## config.mk

```make
export PLATFORM = sky130hd
export DESIGN_NAME = gmm_bs_div
export DESIGN_NICKNAME = d
export VERILOG_FILES = /design/src/hw/rtl/gmm_bs_pkg.sv /design/src/hw/rtl/gmm_bs_div.sv
export SDC_FILE = /design/constraint.sdc
export NUM_CORES = 2
export LEC_CHECK = 0
export ABC_AREA = 1
export ABC_CLOCK_PERIOD_IN_PS = 5700
export BUFFER_PORTS_ARGS = -buffer_cell sky130_fd_sc_hd__buf_2
export CORE_UTILIZATION = 52
export CTS_CLUSTER_DIAMETER = 40
export DETAILED_ROUTE_END_ITERATION = 7
export HOLD_SLACK_MARGIN = 0.06
export PLACE_DENSITY = 0.65
export SYNTH_ARGS = -nofsm -noshare
export SYNTH_HDL_FRONTEND = slang
export SYNTH_SLANG_ARGS = --single-unit
```

## constraint.sdc

```tcl
create_clock -name aclk -period 5.7 [get_ports aclk]
set_input_delay 1.14 -clock aclk [delete_from_list [all_inputs] [get_ports aclk]]
set_output_delay 1.14 -clock aclk [all_outputs]
set_load 0.02 [all_outputs]
```

## src/hw/rtl/gmm_bs_pkg.sv

```systemverilog
// ----------------------------------------------------------------------------
// gmm_bs_pkg - shared types and constants
// Field widths, model record layout, pipeline context and config codes.
// ----------------------------------------------------------------------------
package gmm_bs_pkg;

    localparam int NUM_PIXELS_DEF = 76800;
    localparam int NUM_MODELS     = 2;

    localparam int PIX_W   = 8;
    localparam int IDX_W   = 17;
    localparam int FG_W    = 8;
    localparam int MEAN_W  = 16;
    localparam int VAR_W   = 25;
    localparam int WGT_W   = 18;
    localparam int CNT_W   = 8;
    localparam int Q_W     = 32;   // quotient of the rate divider
    localparam int DEN_W   = 17;   // divisor: positive weight or match count

    localparam int DIV_STEPS  = 2;                 // quotient bits per stage
    localparam int DIV_STAGES = Q_W / DIV_STEPS;

    localparam int CFG_IDX_W  = 2;
    localparam int CFG_DATA_W = 16;

    localparam logic [CFG_IDX_W-1:0] CFG_LEARN_RATE   = 2'd0;
    localparam logic [CFG_IDX_W-1:0] CFG_REPLACE_VAR  = 2'd1;
    localparam logic [CFG_IDX_W-1:0] CFG_BG_THRESHOLD = 2'd2;
    localparam logic [CFG_IDX_W-1:0] CFG_INITIALIZE   = 2'd3;

    localparam logic [15:0] LEARN_RATE_RST   = 16'd262;
    localparam logic [15:0] REPLACE_VAR_RST  = 16'd18000;
    localparam logic [15:0] BG_THRESHOLD_RST = 16'd45875;

    localparam logic [FG_W-1:0] FG_ON  = 8'd255;
    localparam logic [FG_W-1:0] FG_OFF = 8'd0;

    localparam logic signed [WGT_W-1:0] NEW_WGT_DEF = 18'sd13107;  // 0.2
    localparam logic [CNT_W-1:0]        CNT_MAX     = 8'd255;

    typedef struct packed {
        logic [MEAN_W-1:0]        mean;
        logic [VAR_W-1:0]         variance;
        logic signed [WGT_W-1:0]  weight;
        logic [CNT_W-1:0]         cnt;
        logic                     flag;
    } model_t;

    typedef model_t [NUM_MODELS-1:0] entry_t;

    localparam model_t INIT_MODEL = '{
        mean: 16'd0, variance: 25'd1254400, weight: 18'sd5898, cnt: 8'd0, flag: 1'b1
    };
    localparam model_t CLEAR_MODEL = '{
        mean: 16'd0, variance: 25'd0, weight: 18'sd0, cnt: 8'd0, flag: 1'b1
    };

    typedef struct packed {
        logic [15:0] learn_rate;
        logic [15:0] replace_variance;
        logic [15:0] bg_threshold;
        logic        initialize;
    } cfg_t;

    typedef struct packed {
        logic             in_range;
        logic [IDX_W-1:0] idx;
        logic [PIX_W-1:0] pix;
    } req_t;

    typedef struct packed {
        req_t   req;
        entry_t mdl;
        logic   matched;
        logic   sel;      // best match, or model to replace
        logic   first;    // fitter model before update
        logic   nzero;    // other model's match count is zero
    } ctx_t;

    typedef struct packed {
        logic             valid;
        logic             in_range;
        logic [IDX_W-1:0] idx;
        entry_t           mdl;
        logic [FG_W-1:0]  fg;
    } wb_t;

endpackage

```

## src/hw/rtl/gmm_bs_div.sv

```systemverilog
// ----------------------------------------------------------------------------
// gmm_bs_div - pipelined restoring divider
// Unsigned quotient, two bits per stage; request context rides alongside.
// ----------------------------------------------------------------------------
module gmm_bs_div import gmm_bs_pkg::*; (
    input  logic             aclk,
    input  logic             aresetn,
    input  logic             en,
    input  logic             in_valid,
    input  ctx_t             in_ctx,
    input  logic [Q_W-1:0]   in_num,
    input  logic [DEN_W-1:0] in_den,
    input  logic [IDX_W-1:0] probe_idx,
    output logic             out_valid,
    output ctx_t             out_ctx,
    output logic [Q_W-1:0]   out_q,
    output logic             hit
);

    logic             valid_reg [DIV_STAGES];
    ctx_t             ctx_reg   [DIV_STAGES];
    logic [DEN_W-1:0] rem_reg   [DIV_STAGES];
    logic [DEN_W-1:0] den_reg   [DIV_STAGES];
    logic [Q_W-1:0]   num_reg   [DIV_STAGES];
    logic [DEN_W-1:0] rem_next  [DIV_STAGES];
    logic [Q_W-1:0]   num_next  [DIV_STAGES];

    always_comb begin
        logic [DEN_W:0]   t;
        logic [DEN_W-1:0] r;
        logic [DEN_W-1:0] dv;
        logic [Q_W-1:0]   nq;
        for (int s = 0; s < DIV_STAGES; s++) begin
            if (s == 0) begin
                r  = '0;
                nq = in_num;
                dv = in_den;
            end else begin
                r  = rem_reg[s-1];
                nq = num_reg[s-1];
                dv = den_reg[s-1];
            end
            for (int k = 0; k < DIV_STEPS; k++) begin
                t = {r, nq[Q_W-1]};
                if (t >= {1'b0, dv}) begin
                    r  = DEN_W'(t - {1'b0, dv});
                    nq = {nq[Q_W-2:0], 1'b1};
                end else begin
                    r  = t[DEN_W-1:0];
                    nq = {nq[Q_W-2:0], 1'b0};
                end
            end
            rem_next[s] = r;
            num_next[s] = nq;
        end
    end

    always_ff @(posedge aclk) begin
        if (!aresetn) begin
            for (int s = 0; s < DIV_STAGES; s++) begin
                valid_reg[s] <= 1'b0;
            end
        end else if (en) begin
            valid_reg[0] <= in_valid;
            for (int s = 1; s < DIV_STAGES; s++) begin
                valid_reg[s] <= valid_reg[s-1];
            end
        end
    end

    always_ff @(posedge aclk) begin
        if (en) begin
            ctx_reg[0] <= in_ctx;
            den_reg[0] <= in_den;
            for (int s = 1; s < DIV_STAGES; s++) begin
                ctx_reg[s] <= ctx_reg[s-1];
                den_reg[s] <= den_reg[s-1];
            end
            for (int s = 0; s < DIV_STAGES; s++) begin
                rem_reg[s] <= rem_next[s];
                num_reg[s] <= num_next[s];
            end
        end
    end

    always_comb begin
        out_valid = valid_reg[DIV_STAGES-1];
        out_ctx   = ctx_reg[DIV_STAGES-1];
        out_q     = num_reg[DIV_STAGES-1];
        hit       = 1'b0;
        for (int s = 0; s < DIV_STAGES; s++) begin
            hit = hit | (valid_reg[s] && (ctx_reg[s].req.idx == probe_idx));
        end
    end

endmodule

```

## Word level (Yosys, flattened, before mapping)

Memory sizes are Yosys's and may differ from the RTL's.
Cells that the tools add are included.

| storage, ports and cells | value |
|---|---|
| bits in registers | 0 |
| RAM bits | 3728 |
| output and inout port bits | 200 |
| logic and storage cells | 217 |
| memories kept | 5 |

| cells by class | value |
|---|---|
| add/sub/neg operators | 32 |
| magnitude comparators | 32 |
| equal/unequal tests | 16 |
| mux-type cells | 85 |
| bitwise logic cells | 31 |
| reductions and logical operators | 16 |

Memory list:

| name | words | width | read ports | clocked after memory_dff | wr ports | line | text |
|---|---|---|---|---|---|---|---|
| ctx_reg | 16 | 166 | 16 | 0 | 16 | gmm_bs_div.sv:21 | `ctx_t ctx_reg [DIV_STAGES];` |
| num_reg | 16 | 32 | 16 | 0 | 16 | gmm_bs_div.sv:24 | `logic [Q_W-1:0] num_reg [DIV_STAGES];` |
| den_reg | 16 | 17 | 15 | 0 | 16 | gmm_bs_div.sv:23 | `logic [DEN_W-1:0] den_reg [DIV_STAGES];` |
| rem_reg | 16 | 17 | 15 | 0 | 16 | gmm_bs_div.sv:22 | `logic [DEN_W-1:0] rem_reg [DIV_STAGES];` |
| valid_reg | 16 | 1 | 16 | 0 | 16 | gmm_bs_div.sv:20 | `logic valid_reg [DIV_STAGES];` |

Operator list:

| operator | number |
|---|---|
| $ge 18x17->1 | 31 |
| $mux 17 | 32 |
| $sub 17x17->17 | 31 |
| $eq 17x17->1 | 16 |
| $mux 1 | 53 |
| $or 1x1->1 | 31 |
| $ge 1x17->1 | 1 |
| $sub 1x17->17 | 1 |
| $logic_and 1x1->1 | 16 |

## Depth between registers and ports, before layout

| logic depth | value |
|---|---|
| depth in word-level cells | 17 |
| mapped depth | 30 |
| mapped depth without buffers | 28 |

## Least setup slack after synthesis

Ideal clock, no wire load.

| timing path | value |
|---|---|
| kind | input to register |
| from | input port in_num[31] |
| to | memory rem_reg[0][8], data pin |
| library setup time | 260 ps |
| data arrival time | 3724 ps |
| path slack | 1717 ps |
| stages | 21 |
| cells stage by stage | inv_1 -> ha_1 -> nand3_1 -> nor2_1 -> nand4_1 -> nand2_1 -> inv_1 -> clkbuf_1 -> a31oi_1 -> ha_1 -> a21oi_1 -> nand2_1 -> a21oi_1 -> o21ai_0 -> nand2_1 -> nand2_1 -> nand2_1 -> nand2_1 -> buf_2 -> nand2_1 -> nand2_1 |

RTL lines:

| item | line | text |
|---|---|---|
| start, declared | gmm_bs_div.sv:11 | `input logic [Q_W-1:0] in_num,` |
| end, declared | gmm_bs_div.sv:22 |  |

==> run_results.csv <==
group,metric,value,unit
power_and_ir_drop,power_frac_clock,27.9,%
clocking,root_buffer,"clkbuf_16",
setup_path,start_kind,"flip-flop",
timing,final.min_clock_period,5140,ps
setup_path,critical_path.max_fanout,18,
power_and_ir_drop,swShare,37.70,%
route,post_drt_wl_per_cell,19.86,µm
timing,hold_viol,0,
setup_path,max_stage_delay,480,ps
floorplanning,ioPinCount,436,
clocking,hold_buffers,0,
setup_path,critPathMostFrequentCell,"nand2_1",
route,totalWireLength,334100,µm
floorplanning,fp-row-count,199,
cells_and_area,drive_gt1_share,11.51,%
power_and_ir_drop,seqPwrFrac,35.3,%
placed_design,dpl-instance-area,159800,µm²
logic_synthesis,ys.flop_type,"edfxtp_1",
floorplanning,die_y,546.3,µm
timing,setup_violations,0,
cells_and_area,seq_area,110900,µm²
clocking,cts.htree.levels,5,
grt,gr-total-overflow,0,
logic_synthesis,yosys_warnings,0,
grt,grt_pass1_wl,508500,µm
grt,grt_pass1_vias,87130,
timing,tightest_slew,1090,ps
logic_synthesis,syn_nets,12680,
logic_synthesis,ys_async_sr_fraction,0,%
cells_and_area,fillerInstances,23010,
clocking,cts_setup_buffers,0,
grt,grt_start_max_net_pins,187,
cells_and_area,fin_util,59.47,%
logic_synthesis,syn-cell-area,154100,µm²
power_and_ir_drop,leakage,0.07099,µW
setup_path,critPathKind,"flip-flop to flip-flop",
cells_and_area,mostFrequentLayoutCells,"edfxtp_1, nand2_1, inv_1",
run_status,status,"finished with violations",
timing,fin_crit_sh,90.18,%
logic_synthesis,synth_cells,11880,
power_and_ir_drop,p_sw,38090,µW
cells_and_area,largest_register_ffs,2656,
logic_synthesis,muxShareOfSynthArea,0,%
logic_synthesis,ys_seq_elements,3694,
placed_design,gp_congestion,0.9238,
logic_synthesis,synth-compound-area-share,3.117,%
logic_synthesis,synth_top_family_by_area,"simple AND/OR/NAND/NOR gates",
logic_synthesis,yosys.area_share.xor_xnor,2.331,%
clocking,cts.repair.resized,0,
floorplanning,start_util,52.35,%
power_and_ir_drop,p_comb_share,36.8,%
floorplanning,dieArea,298500,µm²
cells_and_area,nNetsFinal,13320,
logic_synthesis,synthSimpleGateAreaFrac,13.18,%
clocking,cts_inserted_buffers,438,
logic_synthesis,synth_fa_ha_area_share,4.686,%
timing,rsz0062_at_grt,"no",
logic_synthesis,synth_edf_count,3694,
timing,tns,0,ps
logic_synthesis,yosysUniqueCellTypes,53,
timing,slew_violations,0,
cells_and_area,area_delta_synth_final,13.60,%
clocking,cts_tree,"built",
route,detail-route-antenna-nets,0,
cells_and_area,design_area,175000,µm²
setup_path,cp_top_family,"simple AND/OR/NAND/NOR gates",
grt,antenna_found_initial,36,
cells_and_area,multiInputGateArea,35920,µm²
route,drc,42,
timing,slew_headroom,27.31,%
power_and_ir_drop,internal_power,62950,µW
clocking,clkTransAtPathRegs,60,ps
setup_path,crit_slowest_cell,"fa_1",
cells_and_area,layout_commonest_cell,"edfxtp_1",
clocking,clockBufferDepth,4,
timing,skew,98.22,ps
setup_path,cp.arrival,5720,ps
grt,grtUsageTotal,22.10,%
timing,fmax,194.5,MHz
floorplanning,die_w,546.3,µm
route,dr.pass1.iters,8,
route,avgViaCountPerCell,5.207,
floorplanning,core_area,294300,µm²
setup_path,cp_num_buf_inv,2,
logic_synthesis,avgSynthCellArea,12.97,µm²
run,drv_cap,0,
logic_synthesis,ys_seq_area_share,71.99,%
hold_path,hold_path_class,"input port to flip-flop",
run_status,violations,"DRC",
placed_design,hpwl,240000,µm
setup_path,cp-end-kind,"flip-flop",
route,vias,87590,
setup_path,required,6280,ps
placed_design,port-buffer-count,435,
clocking,cts_num_sinks,3694,
power_and_ir_drop,irDropWorstVdd,0.3734,mV
route,drt_iter0_drc,6793,
power_and_ir_drop,power_density,577.2,nW/µm²
clocking,clkLatencyLatePin,950,ps
[power by group through the flow]
stage | Sequential, µW | Clock (µW) | Combinational (µW)
CTS | 35700 | 28900 | 37000
global placement | 36200 | 0 | 36900
floorplan | 35300 | 0 | 27200
finish | 35600 | 28200 | 37200
detailed placement | 36200 | 0 | 36800
global route | 35900 | 29900 | 41600
[path summary, 6_finish.rpt]
kind / startpoint / to / slack (ps) / depth (start not counted)
worst min-delay path: in_ctx[117] / ctx_reg[0][117]$_DFFE_PP_ / 320 / 1
worst max-delay path: num_reg[0][191]$_DFFE_PP_ / rem_reg[0][116]$_DFFE_PP_ / 560 / 27
worst max register to register: num_reg[0][191]$_DFFE_PP_ / rem_reg[0][116]$_DFFE_PP_ / 560 / 27
worst min register to register: ctx_reg[0][753]$_DFFE_PP_ / ctx_reg[0][919]$_DFFE_PP_ / 320 / 0
[area by class of cell]
| type | instances | share of cell area, % |
|---|---|---|
| flip-flops and latches | 3694 | 63.37 |
| multi-input cells | 6568 | 20.52 |
| clock buffers | 472 | 6.371 |
| well taps | 3919 | 2.801 |
| inverters | 1277 | 2.739 |
| clock inverters | 345 | 2.305 |
| repair buffers | 541 | 1.879 |
| diodes | 5 | 0.007148 |
[Yosys cell counts, types with 7 or more instances]
library cell,number,area [µm²]
nor2_2,39,244.0
a21oi_1,426,2132
inv_1,1255,4711
o21ai_2,13,113.9
nand2_1,2900,10890
clkinv_1,11,41.29
xor2_1,258,2260
a21boi_0,7,52.55
clkbuf_1,52,195.2
nor2_1,622,2335
nor3_1,69,345.3
inv_2,10,37.54
nand4_1,119,744.5
o21a_1,10,75.07
edfxtp_1,3694,110900
a21oi_2,15,131.4
buf_4,212,1592
nand3_2,20,200.2
nand3_1,731,3659
o22ai_1,35,219.0
nand2_4,22,247.7
o21bai_1,20,150.1
xnor2_1,152,1331
nand3b_1,72,540.5
buf_6,39,439.2
a21o_1,19,142.6
o21ai_1,29,145.1
nor2_4,18,202.7
o21ai_0,258,1291
buf_2,38,190.2
fa_1,30,600.6
o211ai_1,7,52.55
a31oi_1,28,175.2
or2_2,17,106.4
nand2_2,34,212.7
ha_1,529,6619
and2_1,18,112.6
nand4_2,9,112.6
[per-stage QoR]
stage          total power [µW]  setup WS (ps)  instances  hold slack (ps)
6_report                 101000          559.5      16820            324.9
5_1_grt                  107400          171.5      16820            283.8
4_1_cts                  101600          480.5      16820            251.2
3_5_place_dp              73040          513.5      16000            404.5
3_3_place_gp              73090          480.8      16000            400.1
2_1_floorplan             62480           1717      11880            400.3
[kinds of logic after synthesis]
kind of cell / Yosys count
AND/OR/NAND/NOR: 4717
flip-flops: 3694
buffers and inverters: 1622
AO/OA/AOI/OAI: 882
adder cells (fa/ha/maj): 559
XOR/XNOR: 410
[layer usage]
metal / vias to the layer above / global-route usage (%) / routed length [µm]
met1: 42090 / 29.67 / 145500
met3: 632 / 2.703 / 15460
met4: 2 / 7.273 / 10830
li1: 42440 / - / -
met5: - / 0 / 13
met2: 2421 / 37.49 / 162300
Power figures use the tool's default switching activity.
